## config.mk

```make
export PLATFORM = sky130hd
export DESIGN_NAME = ellipse_span_generator
export DESIGN_NICKNAME = d
export VERILOG_FILES = /design/src/rtl/core/esg_pkg.sv /design/src/rtl/core/esg_row_seq.sv /design/src/rtl/core/esg_isqrt_pipe.sv /design/src/rtl/core/esg_div_pipe.sv /design/src/rtl/core/ellipse_span_generator.sv
export VERILOG_INCLUDE_DIRS = /design/src /design/src/rtl/core
export SDC_FILE = /design/constraint.sdc
export NUM_CORES = 2
export LEC_CHECK = 0
export ABC_CLOCK_PERIOD_IN_PS = 27800
export BUFFER_PORTS_ARGS = -buffer_cell sky130_fd_sc_hd__buf_4
export CAP_MARGIN = 5
export CORE_UTILIZATION = 47
export CTS_BUF_LIST = sky130_fd_sc_hd__clkbuf_16
export DETAILED_ROUTE_END_ITERATION = 16
export PLACE_DENSITY = 0.74
export SLEW_MARGIN = 5
export SYNTH_ARGS = -nofsm -noshare
export SYNTH_HDL_FRONTEND = slang
export SYNTH_SLANG_ARGS = --single-unit
```

## constraint.sdc

```tcl
create_clock -name clk -period 27.8 [get_ports clk]
set_input_delay 4.17 -clock clk [delete_from_list [all_inputs] [get_ports clk]]
set_output_delay 4.17 -clock clk [all_outputs]
set_load 0.01 [all_outputs]
```

## src/rtl/core/ellipse_span_generator_macros.svh

```systemverilog
// assertion macros shared by the ellipse span generator rtl
// needs a clock named clk and a synchronous reset named rst in the using module
`ifndef ELLIPSE_SPAN_GENERATOR_MACROS_SVH
`define ELLIPSE_SPAN_GENERATOR_MACROS_SVH

// same-cycle implication, muted during reset
`define ESG_ASSERT_NOW(lbl, ante, cons, msg) \
  lbl: assert property (@(posedge clk) disable iff (rst) (ante) |-> (cons)) else $error(msg);

// next-cycle implication, muted during reset
`define ESG_ASSERT_NEXT(lbl, ante, cons, msg) \
  lbl: assert property (@(posedge clk) disable iff (rst) (ante) |=> (cons)) else $error(msg);

`endif

```

## src/rtl/core/esg_pkg.sv

```systemverilog
// shared types, constants and step functions for the ellipse span generator
// no dependencies
`default_nettype none

package esg_pkg;

  localparam int RAD_BITS    = 5;
  localparam int COORD_BITS  = 12;
  localparam int SPAN_BITS   = COORD_BITS + 1;
  localparam int DY_BITS     = RAD_BITS + 1;
  localparam int SQ_BITS     = 2 * RAD_BITS;
  localparam int N_BITS      = 2 * SQ_BITS;
  localparam int ROOT_BITS   = SQ_BITS;
  localparam int REM_BITS    = ROOT_BITS + 1;
  localparam int SQRT_STAGES = 5;
  localparam int DIV_STAGES  = 5;
  localparam int SQRT_STEPS  = ROOT_BITS / SQRT_STAGES;
  localparam int DIV_STEPS   = ROOT_BITS / DIV_STAGES;
  localparam logic [7:0] ALPHA_OPAQUE = 8'hFF;

  // side data that travels with each span down the pipe
  typedef struct packed {
    logic [SPAN_BITS-1:0]  row;
    logic [COORD_BITS-1:0] cx;
    logic [RAD_BITS-1:0]   rx;
    logic [RAD_BITS-1:0]   ry;
    logic [7:0]            red;
    logic [7:0]            green;
    logic [7:0]            blue;
    logic [7:0]            alpha;
    logic                  last;
  } span_ctx_t;

  typedef struct packed {
    logic [N_BITS-1:0]    n;
    logic [REM_BITS-1:0]  rem;
    logic [ROOT_BITS-1:0] root;
  } sqrt_state_t;

  typedef struct packed {
    logic [ROOT_BITS-1:0] q;
    logic [RAD_BITS-1:0]  rem;
  } div_state_t;

  // one digit of the floor square root, two radicand bits consumed
  function automatic sqrt_state_t sqrt_step(sqrt_state_t s);
    logic [REM_BITS+1:0] acc;
    logic [REM_BITS+1:0] trial;
    sqrt_state_t         r;
    acc   = {s.rem, s.n[N_BITS-1 -: 2]};
    trial = {1'b0, s.root, 2'b01};
    r.n   = {s.n[N_BITS-3:0], 2'b00};
    if (acc >= trial) begin
      r.rem  = REM_BITS'(acc - trial);
      r.root = {s.root[ROOT_BITS-2:0], 1'b1};
    end else begin
      r.rem  = acc[REM_BITS-1:0];
      r.root = {s.root[ROOT_BITS-2:0], 1'b0};
    end
    return r;
  endfunction

  // one quotient bit of a restoring division by the vertical radius
  function automatic div_state_t div_step(div_state_t s, logic [RAD_BITS-1:0] d);
    logic [RAD_BITS:0] acc;
    div_state_t        r;
    acc = {s.rem, s.q[ROOT_BITS-1]};
    if (acc >= {1'b0, d}) begin
      r.rem = RAD_BITS'(acc - {1'b0, d});
      r.q   = {s.q[ROOT_BITS-2:0], 1'b1};
    end else begin
      r.rem = acc[RAD_BITS-1:0];
      r.q   = {s.q[ROOT_BITS-2:0], 1'b0};
    end
    return r;
  endfunction

endpackage

`default_nettype wire

```

## src/rtl/core/esg_row_seq.sv

```systemverilog
// row sequencer: holds one shape and issues one row offset per pipeline advance
// depends on esg_pkg
`default_nettype none

module esg_row_seq (
  input  wire logic                           clk,
  input  wire logic                           rst,
  input  wire logic                           adv,
  input  wire logic                           in_valid,
  output logic                                in_stall,
  input  wire logic [esg_pkg::COORD_BITS-1:0] center_x,
  input  wire logic [esg_pkg::COORD_BITS-1:0] center_y,
  input  wire logic [esg_pkg::RAD_BITS-1:0]   radius_x,
  input  wire logic [esg_pkg::RAD_BITS-1:0]   radius_y,
  input  wire logic [7:0]                     in_red,
  input  wire logic [7:0]                     in_green,
  input  wire logic [7:0]                     in_blue,
  input  wire logic [7:0]                     in_alpha,
  input  wire logic                           force_opaque,
  output logic                                seq_valid,
  output logic [esg_pkg::DY_BITS-1:0]         seq_dy,
  output esg_pkg::span_ctx_t                  seq_ctx
);

  logic                           busy;
  logic [esg_pkg::DY_BITS-1:0]    dy;
  logic [esg_pkg::COORD_BITS-1:0] cx;
  logic [esg_pkg::COORD_BITS-1:0] cy;
  logic [esg_pkg::RAD_BITS-1:0]   rx;
  logic [esg_pkg::RAD_BITS-1:0]   ry;
  logic [7:0]                     red, green, blue, alpha;
  logic                           at_last;
  esg_pkg::span_ctx_t             ctx_next;

  assign in_stall = busy;
  assign at_last  = (dy == {1'b0, ry});

  // span side data for the current row
  always_comb begin
    ctx_next.row   = {cy[esg_pkg::COORD_BITS-1], cy}
                   + {{(esg_pkg::SPAN_BITS-esg_pkg::DY_BITS){dy[esg_pkg::DY_BITS-1]}}, dy};
    ctx_next.cx    = cx;
    ctx_next.rx    = rx;
    ctx_next.ry    = ry;
    ctx_next.red   = red;
    ctx_next.green = green;
    ctx_next.blue  = blue;
    ctx_next.alpha = alpha;
    ctx_next.last  = at_last;
  end

  // busy flag (set on shape capture, cleared after the last row) and issued-row valid
  always_ff @(posedge clk) begin
    if (rst) begin
      busy      <= 1'b0;
      seq_valid <= 1'b0;
    end else begin
      if (in_valid && !busy) begin
        busy <= 1'b1;
      end else if (busy && adv && at_last) begin
        busy <= 1'b0;
      end
      if (adv) begin
        seq_valid <= busy;
      end
    end
  end

  // shape payload, row offset and issued row
  always_ff @(posedge clk) begin
    if (in_valid && !busy) begin
      cx    <= center_x;
      cy    <= center_y;
      rx    <= radius_x;
      ry    <= radius_y;
      red   <= in_red;
      green <= in_green;
      blue  <= in_blue;
      alpha <= force_opaque ? esg_pkg::ALPHA_OPAQUE : in_alpha;
      dy    <= esg_pkg::DY_BITS'(-{1'b0, radius_y});
    end else if (busy && adv) begin
      dy <= dy + esg_pkg::DY_BITS'(1);
    end
    if (adv) begin
      seq_dy  <= dy;
      seq_ctx <= ctx_next;
    end
  end

endmodule

`default_nettype wire

```

## src/rtl/core/esg_isqrt_pipe.sv

```systemverilog
// pipelined floor square root, two result bits per stage
// depends on esg_pkg
`default_nettype none

module esg_isqrt_pipe (
  input  wire logic                          clk,
  input  wire logic                          rst,
  input  wire logic                          adv,
  input  wire logic                          in_valid,
  input  wire logic [esg_pkg::N_BITS-1:0]    in_n,
  input  wire esg_pkg::span_ctx_t            in_ctx,
  output logic                               out_valid,
  output logic [esg_pkg::ROOT_BITS-1:0]      out_root,
  output esg_pkg::span_ctx_t                 out_ctx
);

  logic                 vld [esg_pkg::SQRT_STAGES];
  esg_pkg::sqrt_state_t st  [esg_pkg::SQRT_STAGES];
  esg_pkg::span_ctx_t   ctx [esg_pkg::SQRT_STAGES];

  for (genvar g = 0; g < esg_pkg::SQRT_STAGES; g++) begin : g_stage
    logic                 vld_in;
    esg_pkg::sqrt_state_t st_in;
    esg_pkg::span_ctx_t   ctx_in;
    esg_pkg::sqrt_state_t st_next;

    // stage input, from the ports or the stage before
    if (g == 0) begin : g_head
      assign vld_in = in_valid;
      assign st_in  = '{n: in_n, rem: '0, root: '0};
      assign ctx_in = in_ctx;
    end else begin : g_link
      assign vld_in = vld[g-1];
      assign st_in  = st[g-1];
      assign ctx_in = ctx[g-1];
    end

    // this stage's digits
    always_comb begin
      st_next = st_in;
      for (int k = 0; k < esg_pkg::SQRT_STEPS; k++) begin
        st_next = esg_pkg::sqrt_step(st_next);
      end
    end

    // stage valid
    always_ff @(posedge clk) begin
      if (rst) begin
        vld[g] <= 1'b0;
      end else if (adv) begin
        vld[g] <= vld_in;
      end
    end

    // stage payload
    always_ff @(posedge clk) begin
      if (adv) begin
        st[g]  <= st_next;
        ctx[g] <= ctx_in;
      end
    end
  end

  assign out_valid = vld[esg_pkg::SQRT_STAGES-1];
  assign out_root  = st[esg_pkg::SQRT_STAGES-1].root;
  assign out_ctx   = ctx[esg_pkg::SQRT_STAGES-1];

endmodule

`default_nettype wire

```

## src/rtl/core/esg_div_pipe.sv

```systemverilog
// pipelined restoring division of the root by the vertical radius
// depends on esg_pkg
`default_nettype none

module esg_div_pipe (
  input  wire logic                          clk,
  input  wire logic                          rst,
  input  wire logic                          adv,
  input  wire logic                          in_valid,
  input  wire logic [esg_pkg::ROOT_BITS-1:0] in_root,
  input  wire esg_pkg::span_ctx_t            in_ctx,
  output logic                               out_valid,
  output logic [esg_pkg::ROOT_BITS-1:0]      out_quot,
  output esg_pkg::span_ctx_t                 out_ctx
);

  logic                vld [esg_pkg::DIV_STAGES];
  esg_pkg::div_state_t st  [esg_pkg::DIV_STAGES];
  esg_pkg::span_ctx_t  ctx [esg_pkg::DIV_STAGES];

  for (genvar g = 0; g < esg_pkg::DIV_STAGES; g++) begin : g_stage
    logic                vld_in;
    esg_pkg::div_state_t st_in;
    esg_pkg::span_ctx_t  ctx_in;
    esg_pkg::div_state_t st_next;

    // stage input, from the ports or the stage before
    if (g == 0) begin : g_head
      assign vld_in = in_valid;
      assign st_in  = '{q: in_root, rem: '0};
      assign ctx_in = in_ctx;
    end else begin : g_link
      assign vld_in = vld[g-1];
      assign st_in  = st[g-1];
      assign ctx_in = ctx[g-1];
    end

    // this stage's quotient bits
    always_comb begin
      st_next = st_in;
      for (int k = 0; k < esg_pkg::DIV_STEPS; k++) begin
        st_next = esg_pkg::div_step(st_next, ctx_in.ry);
      end
    end

    // stage valid
    always_ff @(posedge clk) begin
      if (rst) begin
        vld[g] <= 1'b0;
      end else if (adv) begin
        vld[g] <= vld_in;
      end
    end

    // stage payload
    always_ff @(posedge clk) begin
      if (adv) begin
        st[g]  <= st_next;
        ctx[g] <= ctx_in;
      end
    end
  end

  assign out_valid = vld[esg_pkg::DIV_STAGES-1];
  assign out_quot  = st[esg_pkg::DIV_STAGES-1].q;
  assign out_ctx   = ctx[esg_pkg::DIV_STAGES-1];

endmodule

`default_nettype wire

```

## src/rtl/core/ellipse_span_generator.sv

```systemverilog
// ellipse span generator top level: sequencer, squaring stages, root and divide pipes
// depends on esg_pkg, esg_row_seq, esg_isqrt_pipe, esg_div_pipe and the macros header
//
//   channel   signals                                   direction
//   shape     in_valid/in_stall, center_*, radius_*,    in
//             in_red/green/blue/alpha
//   span      out_valid/out_stall, span_*, out_*,       out
//             last_span
//   config    cfg_write, cfg_data (force_opaque)        in
//
// a shape of vertical radius ry gives 2*ry+1 spans, one per cycle while the pipe
// advances (out_stall can hold it); a new shape is taken only once the last row of
// the previous one has been issued (the row sequencer sets this)
// the first span leaves through the sequencer, two squaring stages, five root
// stages, five divide stages and the output register
// reset (rst, synchronous) empties the pipe and sets force_opaque
// out_stall freezes every stage at once while a span is held at the output, so nothing is dropped or repeated
`default_nettype none
`include "ellipse_span_generator_macros.svh"

module ellipse_span_generator (
  input  wire logic                            clk,
  input  wire logic                            rst,
  input  wire logic                            cfg_write,
  input  wire logic                            cfg_data,
  input  wire logic                            in_valid,
  output logic                                 in_stall,
  input  wire logic signed [esg_pkg::COORD_BITS-1:0] center_x,
  input  wire logic signed [esg_pkg::COORD_BITS-1:0] center_y,
  input  wire logic [esg_pkg::RAD_BITS-1:0]    radius_x,
  input  wire logic [esg_pkg::RAD_BITS-1:0]    radius_y,
  input  wire logic [7:0]                      in_red,
  input  wire logic [7:0]                      in_green,
  input  wire logic [7:0]                      in_blue,
  input  wire logic [7:0]                      in_alpha,
  output logic                                 out_valid,
  input  wire logic                            out_stall,
  output logic signed [esg_pkg::SPAN_BITS-1:0] span_row,
  output logic signed [esg_pkg::SPAN_BITS-1:0] span_left,
  output logic signed [esg_pkg::SPAN_BITS-1:0] span_right,
  output logic [7:0]                           out_red,
  output logic [7:0]                           out_green,
  output logic [7:0]                           out_blue,
  output logic [7:0]                           out_alpha,
  output logic                                 last_span
);

  logic                            force_opaque;
  logic                            adv;
  logic                            seq_valid;
  logic [esg_pkg::DY_BITS-1:0]     seq_dy;
  esg_pkg::span_ctx_t              seq_ctx;
  logic [esg_pkg::RAD_BITS-1:0]    ady;
  logic                            sq_valid;
  logic [esg_pkg::SQ_BITS-1:0]     sq_rx;
  logic [esg_pkg::SQ_BITS-1:0]     sq_diff;
  esg_pkg::span_ctx_t              sq_ctx;
  logic                            n_valid;
  logic [esg_pkg::N_BITS-1:0]      n_val;
  esg_pkg::span_ctx_t              n_ctx;
  logic                            rt_valid;
  logic [esg_pkg::ROOT_BITS-1:0]   rt_root;
  esg_pkg::span_ctx_t              rt_ctx;
  logic                            dv_valid;
  logic [esg_pkg::ROOT_BITS-1:0]   dv_quot;
  esg_pkg::span_ctx_t              dv_ctx;
  logic [esg_pkg::RAD_BITS-1:0]    half_w;
  logic [esg_pkg::SPAN_BITS-1:0]   cx_ext;
  logic [esg_pkg::SPAN_BITS-1:0]   hw_ext;

  // whole pipe moves unless a finished span is held at the output
  assign adv = !out_valid || !out_stall;

  // opaque mode register
  always_ff @(posedge clk) begin
    if (rst) begin
      force_opaque <= 1'b1;
    end else if (cfg_write) begin
      force_opaque <= cfg_data;
    end
  end

  esg_row_seq u_seq (
    .clk          (clk),
    .rst          (rst),
    .adv          (adv),
    .in_valid     (in_valid),
    .in_stall     (in_stall),
    .center_x     (center_x),
    .center_y     (center_y),
    .radius_x     (radius_x),
    .radius_y     (radius_y),
    .in_red       (in_red),
    .in_green     (in_green),
    .in_blue      (in_blue),
    .in_alpha     (in_alpha),
    .force_opaque (force_opaque),
    .seq_valid    (seq_valid),
    .seq_dy       (seq_dy),
    .seq_ctx      (seq_ctx)
  );

  // absolute row offset
  assign ady = seq_dy[esg_pkg::DY_BITS-1] ? esg_pkg::RAD_BITS'(-seq_dy)
                                          : seq_dy[esg_pkg::RAD_BITS-1:0];

  // squares rx*rx and ry*ry - dy*dy, then their product, with the stage valids
  always_ff @(posedge clk) begin
    if (rst) begin
      sq_valid <= 1'b0;
      n_valid  <= 1'b0;
      out_valid <= 1'b0;
    end else if (adv) begin
      sq_valid  <= seq_valid;
      n_valid   <= sq_valid;
      out_valid <= dv_valid;
    end
  end

  always_ff @(posedge clk) begin
    if (adv) begin
      sq_rx   <= seq_ctx.rx * seq_ctx.rx;
      sq_diff <= (seq_ctx.ry * seq_ctx.ry) - (ady * ady);
      sq_ctx  <= seq_ctx;
      n_val   <= sq_rx * sq_diff;
      n_ctx   <= sq_ctx;
    end
  end

  esg_isqrt_pipe u_isqrt (
    .clk       (clk),
    .rst       (rst),
    .adv       (adv),
    .in_valid  (n_valid),
    .in_n      (n_val),
    .in_ctx    (n_ctx),
    .out_valid (rt_valid),
    .out_root  (rt_root),
    .out_ctx   (rt_ctx)
  );

  esg_div_pipe u_div (
    .clk       (clk),
    .rst       (rst),
    .adv       (adv),
    .in_valid  (rt_valid),
    .in_root   (rt_root),
    .in_ctx    (rt_ctx),
    .out_valid (dv_valid),
    .out_quot  (dv_quot),
    .out_ctx   (dv_ctx)
  );

  // half width, flat shape takes the horizontal radius
  assign half_w = (dv_ctx.ry == '0) ? dv_ctx.rx : dv_quot[esg_pkg::RAD_BITS-1:0];
  assign cx_ext = {dv_ctx.cx[esg_pkg::COORD_BITS-1], dv_ctx.cx};
  assign hw_ext = {{(esg_pkg::SPAN_BITS-esg_pkg::RAD_BITS){1'b0}}, half_w};

  // output register
  always_ff @(posedge clk) begin
    if (adv) begin
      span_row   <= dv_ctx.row;
      span_left  <= cx_ext - hw_ext;
      span_right <= cx_ext + hw_ext;
      out_red    <= dv_ctx.red;
      out_green  <= dv_ctx.green;
      out_blue   <= dv_ctx.blue;
      out_alpha  <= dv_ctx.alpha;
      last_span  <= dv_ctx.last;
    end
  end

  // checks
  `ESG_ASSERT_NOW(a_span_order, out_valid, span_left <= span_right, "span left beyond right")
  `ESG_ASSERT_NOW(a_span_sym, out_valid, span_left[0] == span_right[0], "span not symmetric")
  `ESG_ASSERT_NEXT(a_shape_busy, in_valid && !in_stall, in_stall, "shape taken but sequencer idle")

endmodule

`default_nettype wire

```

==> results.txt <==
DR vias/cell -> 4.876
Fillers -> 8,110
Internal -> 4.540 mW
Status -> finished, final reports clean
Final Cycle Share -> 28.90%
Initial DRC Count -> 1,325
Sw frac -> 31.26%
Clock Tree Root -> clkbuf_16
Worst setup startpoint -> out_stall
CP arrival -> 8.36 ns
Async S/R FF share, synth -> 0%
RSZ-0062 raised after global routing -> no
Layout Nets -> 3,504
Diode count -> 0
Crit path max fanout -> 82
Critical Path, Cell by Cell -> buf_4 > and2_1 > clkinvlp_4 > buf_4 > buf_4 > buf_4 > buf_4
Max transition margin -> 24.61%
Hold_buf cts -> 0
Setup crit end kind -> register
CP max stage delay -> 0.88 ns
Drt wl/cell -> 14.67 um
Top Ports -> 146
Synth unique cells -> 77
Setup Buffers After CTS -> 0
Core footprint -> 103,800 um2
Layout Skew -> 0.02114 ns
EDFF count, synth -> 1,240
Synth Instances -> 2,852
Sequential share of the synthesized area -> 75.63%
Least-Margin Pin Slew -> 1.131 ns
Global route overflow -> 0
DIE AREA -> 106,400 um2
Layout area overhead -> 13.99%
Clk pwr share -> 24.9%
Routability Congestion -> 0.8110
VDD IR-drop max -> 0.1207 mV
Final TNS setup -> 0 ns
Worst hold start -> u_isqrt.ctx[0][238]
Length of the first detailed-routing pass in iterations -> 5
Ys Warns -> 0
Std cell rows -> 118
Fin. Hold Viols -> 0
Via count -> 22,410
Seq pwr share -> 40.6%
All-Layer GR Usage -> 12.98%
Final ANT Viol Nets -> 0
Switching power -> 2.064 mW
Initial Util -> 47.59%
Routed WL -> 67,410 um
Worst reg2reg startpoint -> u_seq.seq_dy[0]
Post-CTS sizing -> 0
Most common cell after layout, fill and taps aside -> edfxtp_1
CTS Buffer Depth -> 3
Layout cells sized above 1 -> 12.44%
H-tree Lvls -> 4
Num CTS Buffers -> 130
Most used cell, CP -> buf_4
R2R setup slack -> 21.89 ns
Setup violators final -> 0
Commonest non-fill, non-tap cells in the layout -> 1,240 x edfxtp_1, 264 x inv_1, 222 x ha_1
RR Endpoint -> sq_diff[9]
Largest net degree at the start of global routing -> 186
First-pass GRT wire length -> 110,800 um
WS Path Type -> in2reg
Mapped Area -> 49,390 um2
Final HPWL DP -> 42,900 um
Clock transition at the registers of the reported paths -> 0.06 ns
PortBufs -> 145
DRC -> 0
Worst Hold Class -> reg2reg
Min-Delay Path Depth -> 0
Cell leakage power -> 22.11 nW
Worst Path Required -> 28.12 ns
Startpoint Class -> primary input
PwrDens -> 117.3 nW/um2
Synth top area cells -> edfxtp_1 75%, ha_1 5.6%, fa_1 3.8%
Yosys top cell by area -> edfxtp_1
FMAX -> 124.5 MHz
Maximum capacitance violations -> 0
CTS tree -> yes
Gate power share -> 34.5%
Worst hold slack -> 0.4021 ns
Syn avg cell area -> 17.32 um2
Flop and latch count out of synthesis -> 1,246
Worst reg2reg path depth -> 23
Fin crit period -> 8.035 ns
Post-synth top flop -> edfxtp_1
Vias in the first global route -> 22,450
Initial antenna violation count -> 0
Die Span Y -> 326.2 um
Clk Latency, worst-skew pair -> 0.72 ns
Die width -> 326.2 um
Worst Hold Path EP -> u_isqrt.ctx[0][306]
Fin util -> 54.25%
Max-slew violation count -> 0
Sinks on Clock Net -> 1,246
Post-synth top area share -> 75.39%
Slowest CP cell -> buf_4
[critical path, delay by kind of cell]
family,cells,cell delay [ns]
simple gates,1,0.23
buf+inv,6,3.77
[cells in the mapped netlist (6+ instances only)]
master,number
nor3_1,27
o21ai_0,84
a211oi_1,12
mux2_2,16
a21oi_1,80
nor4_1,6
and3_1,14
or3_1,9
clkbuf_1,24
or2_2,15
ha_1,222
o21bai_1,15
nand2b_1,30
and2_1,82
xor2_1,50
o21a_1,16
nand2_1,143
nor2b_1,26
inv_1,251
nand3_1,23
o31ai_1,7
xnor2_1,91
nor2_1,96
dfxtp_1,6
nand4_1,14
a211o_1,6
a21o_1,36
edfxtp_1,1240
or4_1,6
nand3b_1,7
a31oi_1,7
fa_1,94
mux2i_1,14
[flip-flops by register name, indices dropped and copies added, names as in the netlist, 20 cells and up]
name and flops:
n_ctx 68, n_val 20, sq_ctx 67, u_div.ctx 340, u_div.st 49, u_isqrt.ctx 340, u_isqrt.st 110, u_seq.seq_ctx 68
[kinds of logic (layout without fill, tap and decap cells)]
logic type | Yosys count | after routing | share of synthesized area (%)
DFF | 1246 | 1246 | 75.63
xor gates and xnor gates | 141 | 141 | 2.500
adders and majority gates | 316 | 316 | 9.434
and+or+nand+nor | 513 | 513 | 5.297
other | 2 | 7 | 0.01520
muxes | 30 | 30 | 0.6485
buffers and inverters | 286 | 645 | 2.265
AOI/OAI and AO/OA | 318 | 318 | 4.210
[area by class of cell]
class | count | area [um2] | share of cell area, %
clock buffers | 131 | 3278 | 5.822
clock inverters | 101 | 837.1 | 1.487
inverters | 253 | 954.7 | 1.696
multi-input cells | 1325 | 10940 | 19.42
flip-flops and latches | 1246 | 37360 | 66.35
well taps | 1380 | 1727 | 3.067
repair buffers | 160 | 1214 | 2.156
[power groups by stage]
stage          Sequential [mW]  Clock, mW  Combinational (mW)
6_report                  2.68       1.64                2.28
5_1_grt                   2.71       1.77                2.65
4_1_cts                   2.68       1.70                2.31
3_5_place_dp              2.72          0                2.28
3_3_place_gp              2.71          0                2.25
2_1_floorplan             2.66          0                1.87
[per-layer routing]
metal  routed length, um  up-vias  track usage (%)
met5                   0        -                0
met3                2716      141            2.923
met4                1797        0            5.103
met2               34320      324            22.66
met1               28570    10880            15.58
li1                    -    11070                -
[stage by stage]
step / setup slack, ns / cell area [um2] / power, mW / std cells
CTS: 19.68 / 56300 / 6.695 / 4596
detailed placement: 18.87 / 52190 / 5.003 / 4364
global placement: 19.03 / 52190 / 4.953 / 4364
global route: 19.37 / 56300 / 7.132 / 4596
floorplan: 5.286 / 49410 / 4.535 / 2857
finish: 19.77 / 56300 / 6.604 / 4596
[worst max-delay path by stage]
stage               slack, ns             endpoint  cells past startpoint
floorplan                5.29            last_span                      3
global placement        19.03    u_div.ctx[0][169]                      7
detailed placement      18.87    u_div.ctx[0][170]                      7
CTS                     19.68    u_div.ctx[0][177]                      7
global route            19.37  u_isqrt.ctx[0][247]                      7
finish                  19.77  u_isqrt.ctx[0][315]                      7
Power figures use the tool's default switching activity.
